File: config.mk
export PLATFORM = sky130hd
export DESIGN_NAME = bitmap_find_next_and_rank_core
export DESIGN_NICKNAME = d
export VERILOG_FILES = /design/src/design/bfnr_pkg.sv /design/src/design/bfnr_ram.sv /design/src/design/bfnr_byte_unit.sv /design/src/design/bitmap_find_next_and_rank_core.sv
export SDC_FILE = /design/constraint.sdc
export NUM_CORES = 1
export LEC_CHECK = 0
export BUFFER_PORTS_ARGS = -buffer_cell sky130_fd_sc_hd__buf_4
export CAP_MARGIN = 10
export CORE_UTILIZATION = 58
export CTS_BUF_LIST = sky130_fd_sc_hd__clkbuf_2 sky130_fd_sc_hd__clkbuf_4 sky130_fd_sc_hd__clkbuf_8
export DETAILED_ROUTE_END_ITERATION = 16
export GPL_TIMING_DRIVEN = 0
export PLACE_DENSITY = 0.8
export SLEW_MARGIN = 0
export SYNTH_ARGS = -nofsm -noshare
export SYNTH_HDL_FRONTEND = slang
export SYNTH_HIERARCHICAL = 1
export SYNTH_SLANG_ARGS = --single-unit
File: constraint.sdc
create_clock -name clk -period 5.8 [get_ports clk]
set_input_delay 0.87 -clock clk [delete_from_list [all_inputs] [get_ports clk]]
set_output_delay 0.87 -clock clk [all_outputs]
set_load 0.05 [all_outputs]
File: src/design/bfnr_pkg.sv
package bfnr_pkg;

    localparam logic [3:0] OP_TEST      = 4'd0;
    localparam logic [3:0] OP_SET       = 4'd1;
    localparam logic [3:0] OP_CLEAR     = 4'd2;
    localparam logic [3:0] OP_SET_BELOW = 4'd3;
    localparam logic [3:0] OP_CLEAR_ALL = 4'd4;
    localparam logic [3:0] OP_COUNT     = 4'd5;
    localparam logic [3:0] OP_ANY       = 4'd6;
    localparam logic [3:0] OP_NEXT      = 4'd7;
    localparam logic [3:0] OP_RANK      = 4'd8;

    localparam logic [5:0] ACTIVE_BYTES_RESET = 6'd32;
    localparam logic [7:0] BYTE_ALL_ONES      = 8'hFF;

    typedef struct packed {
        logic [3:0] pop;
        logic [2:0] first;
        logic       nonzero;
    } byte_res_t;

    function automatic logic [7:0] low_mask(input logic [2:0] bit_pos);
        return (8'h01 << bit_pos) - 8'h01;
    endfunction

    function automatic logic [7:0] high_mask(input logic [2:0] bit_pos);
        return BYTE_ALL_ONES << bit_pos;
    endfunction

endpackage

File: src/design/bfnr_ram.sv
module bfnr_ram #(
    parameter int WIDTH = 8,
    parameter int DEPTH = 32
) (
    input  logic                                    clk,
    input  logic                                    we,
    input  logic [(DEPTH > 1 ? $clog2(DEPTH) : 1)-1:0] waddr,
    input  logic [WIDTH-1:0]                        wdata,
    input  logic                                    re,
    input  logic [(DEPTH > 1 ? $clog2(DEPTH) : 1)-1:0] raddr,
    output logic [WIDTH-1:0]                        rdata
);

    logic [WIDTH-1:0] mem [DEPTH];
    logic [WIDTH-1:0] rdata_reg;

    always_ff @(posedge clk)
    begin
        if (we)
        begin
            mem[waddr] <= wdata;
        end
        if (re)
        begin
            rdata_reg <= mem[raddr];
        end
    end

    assign rdata = rdata_reg;

endmodule

File: src/design/bfnr_byte_unit.sv
module bfnr_byte_unit
    import bfnr_pkg::*;
(
    input  logic [7:0] data,
    input  logic [7:0] mask,
    output byte_res_t  res
);

    logic [7:0] masked;
    logic [3:0] pop;
    logic [2:0] first;

    assign masked = data & mask;

    always_comb
    begin
        pop = 4'd0;
        for (int i = 0; i < 8; i++)
        begin
            pop = pop + {3'd0, masked[i]};
        end
    end

    // Priority search from the top down leaves the lowest set bit.
    always_comb
    begin
        first = 3'd0;
        for (int i = 7; i >= 0; i--)
        begin
            if (masked[i])
            begin
                first = 3'(i);
            end
        end
    end

    assign res.pop     = pop;
    assign res.first   = first;
    assign res.nonzero = |masked;

endmodule

File: src/design/bitmap_find_next_and_rank_core.sv
// Commands with an index outside the active length or an unknown opcode skip the store;
// test, set and clear pass once through read and execute; scanning commands pass through
// read and execute once per byte visited (count and any visit every active byte, set below
// and rank bytes 0 through the indexed byte, next the indexed byte through the first set
// bit or the last active byte). Clear all sweeps the store one byte per cycle. One item
// is in work at a time. Reset runs the same clearing pass with in_ready low.
module bitmap_find_next_and_rank_core
    import bfnr_pkg::*;
#(
    parameter int MAX_BYTES = 32
) (
    input  logic       clk,
    input  logic       rst_n,
    input  logic       cfg_valid,
    output logic       cfg_ready,
    input  logic [5:0] cfg_data,
    input  logic       in_valid,
    output logic       in_ready,
    input  logic [3:0] opcode,
    input  logic [7:0] bit_index,
    output logic       out_valid,
    input  logic       out_ready,
    output logic       flag,
    output logic [8:0] value,
    output logic       error
);

    localparam int AW   = MAX_BYTES > 1 ? $clog2(MAX_BYTES) : 1;
    localparam int CW   = $clog2(MAX_BYTES + 1);
    localparam int CMPW = CW > 6 ? CW : 6;

    localparam logic [2:0] S_IDLE  = 3'd0;
    localparam logic [2:0] S_CLEAR = 3'd1;
    localparam logic [2:0] S_READ  = 3'd2;
    localparam logic [2:0] S_EXEC  = 3'd3;
    localparam logic [2:0] S_RESP  = 3'd4;

    logic [2:0]  state_reg, state_next;
    logic [CW-1:0] ptr_reg, ptr_next;
    logic        reply_reg, reply_next;
    logic [5:0]  active_bytes_reg;
    logic        out_valid_reg, out_valid_next;

    logic [3:0]  op_reg, op_next;
    logic [7:0]  idx_reg, idx_next;
    logic        res_flag_reg, res_flag_next;
    logic [8:0]  res_val_reg, res_val_next;
    logic        res_err_reg, res_err_next;
    logic        out_flag_reg;
    logic [8:0]  out_value_reg;
    logic        out_error_reg;

    logic            ram_we;
    logic [7:0]      ram_wdata;
    logic            ram_re;
    logic [7:0]      ram_rdata;
    logic [7:0]      unit_mask;
    byte_res_t       unit_res;

    logic [CMPW-1:0] len;
    logic [CMPW-1:0] act_ext;
    logic [CMPW-1:0] ptr_ext;
    logic [CMPW-1:0] in_pos;
    logic [CMPW-1:0] cur_pos;
    logic            in_range;
    logic            at_last;
    logic            at_pos;
    logic [2:0]      cur_bit;
    logic            out_free;

    assign act_ext  = CMPW'(active_bytes_reg);
    assign len      = act_ext > CMPW'(MAX_BYTES) ? CMPW'(MAX_BYTES) : act_ext;
    assign ptr_ext  = CMPW'(ptr_reg);
    assign in_pos   = CMPW'(bit_index[7:3]);
    assign cur_pos  = CMPW'(idx_reg[7:3]);
    assign cur_bit  = idx_reg[2:0];
    assign in_range = in_pos < len;
    assign at_last  = ptr_ext == len - CMPW'(1);
    assign at_pos   = ptr_ext == cur_pos;
    assign out_free = !out_valid_reg || out_ready;

    assign in_ready  = state_reg == S_IDLE;
    assign cfg_ready = 1'b1;

    always_comb
    begin
        unit_mask = BYTE_ALL_ONES;
        case (op_reg)
            OP_NEXT: unit_mask = at_pos ? high_mask(cur_bit) : BYTE_ALL_ONES;
            OP_RANK: unit_mask = at_pos ? low_mask(cur_bit) : BYTE_ALL_ONES;
            default: unit_mask = BYTE_ALL_ONES;
        endcase
    end

    bfnr_byte_unit u_unit (
        .data (ram_rdata),
        .mask (unit_mask),
        .res  (unit_res)
    );

    bfnr_ram #(
        .WIDTH (8),
        .DEPTH (MAX_BYTES)
    ) u_ram (
        .clk   (clk),
        .we    (ram_we),
        .waddr (ptr_reg[AW-1:0]),
        .wdata (ram_wdata),
        .re    (ram_re),
        .raddr (ptr_reg[AW-1:0]),
        .rdata (ram_rdata)
    );

    always_comb
    begin
        state_next     = state_reg;
        ptr_next       = ptr_reg;
        reply_next     = reply_reg;
        out_valid_next = out_valid_reg;
        op_next        = op_reg;
        idx_next       = idx_reg;
        res_flag_next  = res_flag_reg;
        res_val_next   = res_val_reg;
        res_err_next   = res_err_reg;
        ram_we         = 1'b0;
        ram_wdata      = 8'd0;
        ram_re         = 1'b0;

        if (out_valid_reg && out_ready)
        begin
            out_valid_next = 1'b0;
        end

        case (state_reg)
            S_IDLE:
            begin
                if (in_valid)
                begin
                    op_next       = opcode;
                    idx_next      = bit_index;
                    res_flag_next = 1'b0;
                    res_val_next  = 9'd0;
                    res_err_next  = 1'b0;
                    ptr_next      = '0;
                    state_next    = S_RESP;
                    case (opcode)
                        OP_TEST, OP_NEXT:
                        begin
                            if (in_range)
                            begin
                                ptr_next   = CW'(in_pos);
                                state_next = S_READ;
                            end
                        end
                        OP_SET, OP_CLEAR:
                        begin
                            if (in_range)
                            begin
                                ptr_next   = CW'(in_pos);
                                state_next = S_READ;
                            end
                            else
                            begin
                                res_err_next = 1'b1;
                            end
                        end
                        OP_SET_BELOW, OP_RANK:
                        begin
                            if (in_range)
                            begin
                                state_next = S_READ;
                            end
                            else
                            begin
                                res_err_next = 1'b1;
                            end
                        end
                        OP_CLEAR_ALL:
                        begin
                            reply_next = 1'b1;
                            state_next = S_CLEAR;
                        end
                        OP_COUNT, OP_ANY:
                        begin
                            if (len != '0)
                            begin
                                state_next = S_READ;
                            end
                        end
                        default:
                        begin
                            res_err_next = 1'b1;
                        end
                    endcase
                end
            end
            S_CLEAR:
            begin
                ram_we = 1'b1;
                if (ptr_reg == CW'(MAX_BYTES - 1))
                begin
                    ptr_next   = '0;
                    state_next = reply_reg ? S_RESP : S_IDLE;
                    reply_next = 1'b0;
                end
                else
                begin
                    ptr_next = ptr_reg + CW'(1);
                end
            end
            S_READ:
            begin
                ram_re     = 1'b1;
                state_next = S_EXEC;
            end
            S_EXEC:
            begin
                state_next = S_RESP;
                case (op_reg)
                    OP_TEST:
                    begin
                        res_flag_next = ram_rdata[cur_bit];
                    end
                    OP_SET:
                    begin
                        ram_we    = 1'b1;
                        ram_wdata = ram_rdata | (8'h01 << cur_bit);
                    end
                    OP_CLEAR:
                    begin
                        ram_we    = 1'b1;
                        ram_wdata = ram_rdata & ~(8'h01 << cur_bit);
                    end
                    OP_SET_BELOW:
                    begin
                        ram_we = 1'b1;
                        if (at_pos)
                        begin
                            ram_wdata = ram_rdata | low_mask(cur_bit);
                        end
                        else
                        begin
                            ram_wdata  = BYTE_ALL_ONES;
                            ptr_next   = ptr_reg + CW'(1);
                            state_next = S_READ;
                        end
                    end
                    OP_COUNT, OP_ANY:
                    begin
                        res_val_next = op_reg == OP_COUNT ?
                                       res_val_reg + 9'(unit_res.pop) : 9'd0;
                        res_flag_next = op_reg == OP_ANY ?
                                        (res_flag_reg | unit_res.nonzero) : 1'b0;
                        if (!at_last)
                        begin
                            ptr_next   = ptr_reg + CW'(1);
                            state_next = S_READ;
                        end
                    end
                    OP_NEXT:
                    begin
                        if (unit_res.nonzero)
                        begin
                            res_flag_next = 1'b1;
                            res_val_next  = {ptr_ext[5:0], 3'b000} + 9'(unit_res.first);
                        end
                        else if (!at_last)
                        begin
                            ptr_next   = ptr_reg + CW'(1);
                            state_next = S_READ;
                        end
                    end
                    OP_RANK:
                    begin
                        if (at_pos)
                        begin
                            if (ram_rdata[cur_bit])
                            begin
                                res_val_next = res_val_reg + 9'(unit_res.pop);
                            end
                            else
                            begin
                                res_err_next = 1'b1;
                                res_val_next = 9'd0;
                            end
                        end
                        else
                        begin
                            res_val_next = res_val_reg + 9'(unit_res.pop);
                            ptr_next     = ptr_reg + CW'(1);
                            state_next   = S_READ;
                        end
                    end
                    default:
                    begin
                        res_err_next = 1'b1;
                    end
                endcase
            end
            S_RESP:
            begin
                if (out_free)
                begin
                    out_valid_next = 1'b1;
                    state_next     = S_IDLE;
                end
            end
            default:
            begin
                state_next = S_IDLE;
            end
        endcase
    end

    always_ff @(posedge clk or negedge rst_n)
    begin
        if (!rst_n)
        begin
            state_reg        <= S_CLEAR;
            ptr_reg          <= '0;
            reply_reg        <= 1'b0;
            out_valid_reg    <= 1'b0;
            active_bytes_reg <= ACTIVE_BYTES_RESET;
        end
        else
        begin
            state_reg     <= state_next;
            ptr_reg       <= ptr_next;
            reply_reg     <= reply_next;
            out_valid_reg <= out_valid_next;
            if (cfg_valid && cfg_ready)
            begin
                active_bytes_reg <= cfg_data;
            end
        end
    end

    always_ff @(posedge clk)
    begin
        op_reg       <= op_next;
        idx_reg      <= idx_next;
        res_flag_reg <= res_flag_next;
        res_val_reg  <= res_val_next;
        res_err_reg  <= res_err_next;
        if (state_reg == S_RESP && out_free)
        begin
            out_flag_reg  <= res_flag_reg;
            out_value_reg <= res_val_reg;
            out_error_reg <= res_err_reg;
        end
    end

    assign out_valid = out_valid_reg;
    assign flag      = out_flag_reg;
    assign value     = out_value_reg;
    assign error     = out_error_reg;

endmodule

# After elaboration in Yosys (flattened, before gate mapping)

Memory sizes are Yosys's and may differ from the RTL's. A register that Yosys moved wholly into a read port is not among the register bits.
Index checks and enable logic that the tools add are counted.

Add/sub/neg operators: 12
Magnitude comparators: 3
Equal/unequal tests: 35
Shifts and indexed selects: 2
Muxes and demuxes: 69
Bitwise operators: 6
Reduce and logical (&&, ||, !) cells: 28

Operators with widths:

| cell                                                | number |
|---|---|
| 2-to-1 mux 3 bit                                    | 17 |
| 2-to-1 mux 9 bit                                    | 5 |
| 2-to-1 mux 6 bit                                    | 6 |
| one-hot mux 6 bit (3 select lines)                  | 2 |
| 2-to-1 mux 8 bit                                    | 4 |
| equality test 4 x 3 -> 1 bit, second input constant | 7 |
| one-hot mux 9 bit (3 select lines)                  | 1 |
| adder 4 x 1 -> 4 bit                                | 6 |
| one-hot mux 8 bit (3 select lines)                  | 1 |
| 2-to-1 mux 1 bit                                    | 18 |
| one-hot mux 3 bit (3 select lines)                  | 2 |
| one-hot mux 9 bit (2 select lines)                  | 1 |
| bitwise AND 8 bit                                   | 2 |
| equality test 4 x 2 -> 1 bit, second input constant | 4 |
| OR 8 bit                                            | 2 |
| one-hot mux 8 bit (2 select lines)                  | 1 |
| != test 3 bit, second input constant                | 5 |
| one-hot mux 3 bit (5 select lines)                  | 1 |
| one-hot mux 1 bit (2 select lines)                  | 6 |
| AND reduction 4 bit                                 | 3 |
| 2-to-1 mux 5 bit                                    | 2 |
| AND reduction 5 bit                                 | 2 |
| adder 9 x 3 -> 9 bit                                | 1 |
| adder 9 x 4 -> 9 bit                                | 1 |
| other kinds (42)                                    | 55 |

Register bits: 51
RAM bits: 256
Input port bits: 23
Output and inout bits: 14
Logic and storage cells: 169
Memories kept: 1

Memories:

| name      | words | width | rd ports | clocked after Yosys merged registers in | wr ports | RTL line       | text |
|---|---|---|---|---|---|---|---|
| u_ram.mem | 32    | 8     | 1        | 1                                       | 1        | bfnr_ram.sv:14 | `logic [WIDTH-1:0] mem [DEPTH];` |

# Depth between registers and ports, before layout

Depth in word-level cells: 17
Depth in mapped cells: 26
Mapped depth without buffers: 25

# Modules after synthesis

Netlist, hierarchy kept.

Modules (own cells, without submodules):

| module                         | instances | cells each | area an instance (sq um) | seq. area each (sq um) |
|---|---|---|---|---|
| bfnr_ram                       | 1         | 417        | 10,133.5                 | 7,927.6 |
| bitmap_find_next_and_rank_core | 1         | 399        | 3,643.5                  | 1,448.9 |
| bfnr_byte_unit                 | 1         | 41         | 319.1                    | 0.0 |

# Worst setup path before layout

No wires, ideal clock.

Path kind: reg-to-reg
Start point: reg ptr_reg[4], in the netlist ptr_ext[4]
End point: reg res_val_reg[7], data pin
Setup time: 0.147 ns
Arrival: 5.376 ns
Data required time: 5.653 ns
Setup slack: 0.278 ns
Cell stages (with the launch flop): 26
Cell sequence: dfrtp_1 clkbuf_2 xor2_1 nor4_2 and2_1 buf_2 nand2_1 nand2_2 inv_1 fa_1 inv_1 fa_1 inv_1 fa_1 ha_1 inv_1 fa_1 inv_1 ha_1 a21o_1 a21oi_1 o21ai_0 nand3_1 xor2_1 or3_1 a21oi_1

RTL lines:

| item                     | RTL line                              | text |
|---|---|---|
| start: declaration       | bitmap_find_next_and_rank_core.sv:39  | `logic [CW-1:0] ptr_reg, ptr_next;` |
| start signal: assignment | bitmap_find_next_and_rank_core.sv:328 | `ptr_reg <= ptr_next;` |
| end signal: assignment   | bitmap_find_next_and_rank_core.sv:343 | `res_val_reg <= res_val_next;` |
| end: declaration         | bitmap_find_next_and_rank_core.sv:47  | `logic [8:0] res_val_reg, res_val_next;` |

==> results.md <==
- Initial antenna violation count: 0
- Async SR Flop Fraction: under 10%
- Clock Latency Late Sink: 590 ps
- Crit Reg-Reg Startpoint: ptr_ext[2]
- Drt via density: around 6.1
- R2r worst-path depth: 24
- CP Cell Sequence: xor2_1, nor4_2, and2_1, buf_6, nand2_1, nand2_2, inv_2, fa_1, inv_1, fa_1, inv_1, fa_1, ha_2, inv_1, fa_1, inv_2, ha_1, a21o_1, a21oi_2, o21ai_2, buf_4, xor2_1, a22oi_1, nor2_1
- Unrepaired setup endpoints after global routing: no
- Register area: around 9400 µm²
- Die area: 24900 µm²
- # clock sinks: 315
- Reg-to-reg endpoint: res_val_reg[5]
- Rel. slew slack: 23.8%
- Clk_skew: 50.3 ps
- FP Rows: between 50 and 60
- Post-synth EDFFs: 298
- Clk slew on worst S/H paths: approximately 70 ps
- CP bufs+invs: 7
- Crit-path most repeated cell: fa_1
- Cell Area, Synth: 14100 µm²
- Nets: approximately 1000
- Syn-to-layout area delta: 15.1%
- Fillers: 1552
- Vias in the first global route: about 8100
- Critical path fanouts, max: 7
- Yosys cell types: 75
- CTS tree: yes
- Worst Tran Pin Value: approximately 1100 ps
- Yosys Warn Count: 6
- Critical path type: flip-flop to flip-flop
- Final worst-path cycle share: roughly 96%
- First-pass GRT wire length: 45.5 mm
- Syn Area/Cell: between 15 and 20 µm²
- Port bufs: 34
- Crit path arrival time: a little under 6000 ps
- Final wirelength: ~30 mm
- Max H-tree Level: 2
- Vias post-DR: between 8000 and 9000
- CTS Buf Count: a little under 50
- Critical Path Stages: 24
- Crit path capture type: flip-flop
- Final setup violation count: 0
- Static leakage: between 4 and 5 nW
- Core Area: about 24000 µm²
- Tmin final: 5550 ps
- Die W: about 160 µm
- Crit path launch type: flip-flop
- Class of the worst hold path: input pin to async pin
- DRC Markers: 0
- Layout cells sized above 1: around 31%
- Outcome: finished clean
- # IOs: 37
- Fin. Hold Viols: 0
- Crit path from: ptr_ext[2]
- Crit path largest cell delay: around 540 ps
- Max reg flops: 256
- DPL Wire Length: approximately 20 mm
- CP top delay family: adder cells
- GRT overflow: 0
- Worst Setup EP: res_val_reg[5]
- Worst R2R Setup Slack: around 250 ps
- Placer's final routability congestion estimate: just under 0.9
- Largest net degree at the start of global routing: 33
- Max Cap Viol: 0
- Final antenna-violating net count: 0
- Number of diodes: 0
- Fmax: between 150 and 200 MHz
- CP required: a little over 6000 ps
- WHS: about 160 ps
- VDD IR max: 0.382 mV
- Clock root cell: clkbuf_8
- Total GRT Usage: approximately a quarter
- Synthesized net count: between 900 and 1000
- Cell area power density: between 400 and 500 nW/µm²
- Ys flop type: edfxtp_1
- First DRT Iteration DRCs: 653
- Initial Utilization: slightly below 60%
- Post-synthesis sequential area ratio: 66.5%
- Slew Viols, Final: 0
- Multi-input logic area: 4470 µm²
- WL/cell: approximately 23 µm
- Total power: 7.03 mW
- Yosys reg bits: about 320
- CTS max path bufs: 3
- Syn Inst Count: about 860
- DIE HEIGHT: approximately 160 µm
- Crit-path slowest cell: fa_1
- Drt pass-1 iters: 5
[final cells by class]
cell class,instances,area share (%)
inverter,23,0.532
sequential,315,57.8
tap,319,2.46
clock inverter,20,1.67
timing repair buffer,62,3.27
buffer,44,1.52
clock buffer,70,5.20
multi-input combinational,470,27.5
[worst min-delay path by stage]
stage / from / end
after detailed placement: res_err_reg / error
after global routing: rst_n / state_reg[2]
after CTS: rst_n / out_valid
after floorplan: res_err_reg / error
after global placement: res_err_reg / error
final: rst_n / out_valid
[placed cells by master (no fill, tap or decap), types with 4 or more instances in the layout]
| cell | instances |
|---|---|
| xor2_1 | 12 |
| nand2_1 | 41 |
| buf_4 | 66 |
| mux2_2 | 14 |
| o21ai_0 | 24 |
| bufinv_16 | 6 |
| mux4_2 | 82 |
| a21oi_1 | 22 |
| nor3_1 | 10 |
| a21oi_2 | 9 |
| buf_8 | 6 |
| buf_2 | 6 |
| and2_1 | 4 |
| o31ai_1 | 7 |
| o21a_1 | 4 |
| clkinv_1 | 9 |
| dfrtp_1 | 11 |
| xnor2_1 | 10 |
| clkbuf_4 | 21 |
| clkbuf_1 | 14 |
| o22ai_1 | 11 |
| a22oi_1 | 13 |
| nand2b_1 | 8 |
| nor2b_1 | 6 |
| fa_1 | 4 |
| clkbuf_8 | 51 |
| buf_1 | 6 |
| nor4_1 | 5 |
| ha_1 | 15 |
| inv_1 | 20 |
| edfxtp_1 | 298 |
| nand3b_1 | 8 |
| nand3_1 | 15 |
| or3_1 | 4 |
| nor2_1 | 73 |
[worst reg2reg max path: cells and delay by family (launching register included)]
kind / cells / cell delay [ps]
XOR/XNOR: 2 / 300
AO/OA/AOI/OAI: 4 / 660
AND/OR/NAND/NOR: 5 / 780
flip-flops: 1 / 490
buffers and inverters: 7 / 530
adder cells (fa/ha/maj): 6 / 2540
[synthesized netlist by cell type, types with 11 or more instances]
master      n  share of area [%]
dfrtp_1    15                2.7
nor2_1     74                2.0
a22oi_1    13               0.69
xor2_1     12               0.75
o21ai_0    26               0.92
o22ai_1    11               0.49
edfxtp_1  298                 63
inv_1      23               0.61
mux4_2     82                 13
clkbuf_1   20               0.53
mux2_2     14                1.1
nor3_1     11               0.39
a21oi_1    31                1.1
ha_1       16                1.4
nand2_1    42                1.1
nand3_1    16               0.57
[power by group]
part | total (mW) | internal, mW | switching [mW]
Sequential | 2.77 | 2.66 | 0.111
Clock | 2.05 | 1.22 | 0.834
Combinational | 2.20 | 0.958 | 1.24
Total | 7.03 | 4.84 | 2.19
[per-stage QoR]
step	util, %	setup WS, ps	area (µm²)	TNS, ps	instances
2_1_floorplan	-	278	14100	0	857
3_3_place_gp	62.3	-267	14800	-815	1210
3_5_place_dp	62.8	-399	14900	-1380	1216
4_1_cts	67.7	0.946	16000	0	1307
5_1_grt	68.5	3.19	16200	0	1323
6_report	68.5	255	16200	0	1323
[kinds of logic (layout without fill, tap and decap cells)]
logic type | count (synthesis) | in the layout | share of synthesized area, %
other cells | 1 | 1 | 0.0266
simple gates | 208 | 208 | 7.59
fa+ha+maj | 22 | 22 | 2.20
xor+xnor | 22 | 22 | 1.37
flops | 315 | 315 | 66.5
mux | 98 | 98 | 14.4
buf+inv | 72 | 219 | 2.39
compound gates | 119 | 119 | 5.55
[routing by layer]
metal  wire (µm)  track usage [%]  part of all wire, %  vias up
met5           0                0                    0        -
met4         687             8.74                  2.3        0
met3        1880             4.22                  6.3       63
met2       15000             41.1                   50      321
met1       12300             34.1                   41     4084
li1            -                -                    -     3611
[timing repair]
action / CTS / global route
gates resized for setup: 13 / 26
buffers inserted: 4 / 17
hold buffers: 0 / 0
endpoints found under the setup margin: 5 / 5
pin swaps: 1 / 7
(Power assumes the default switching activity.)
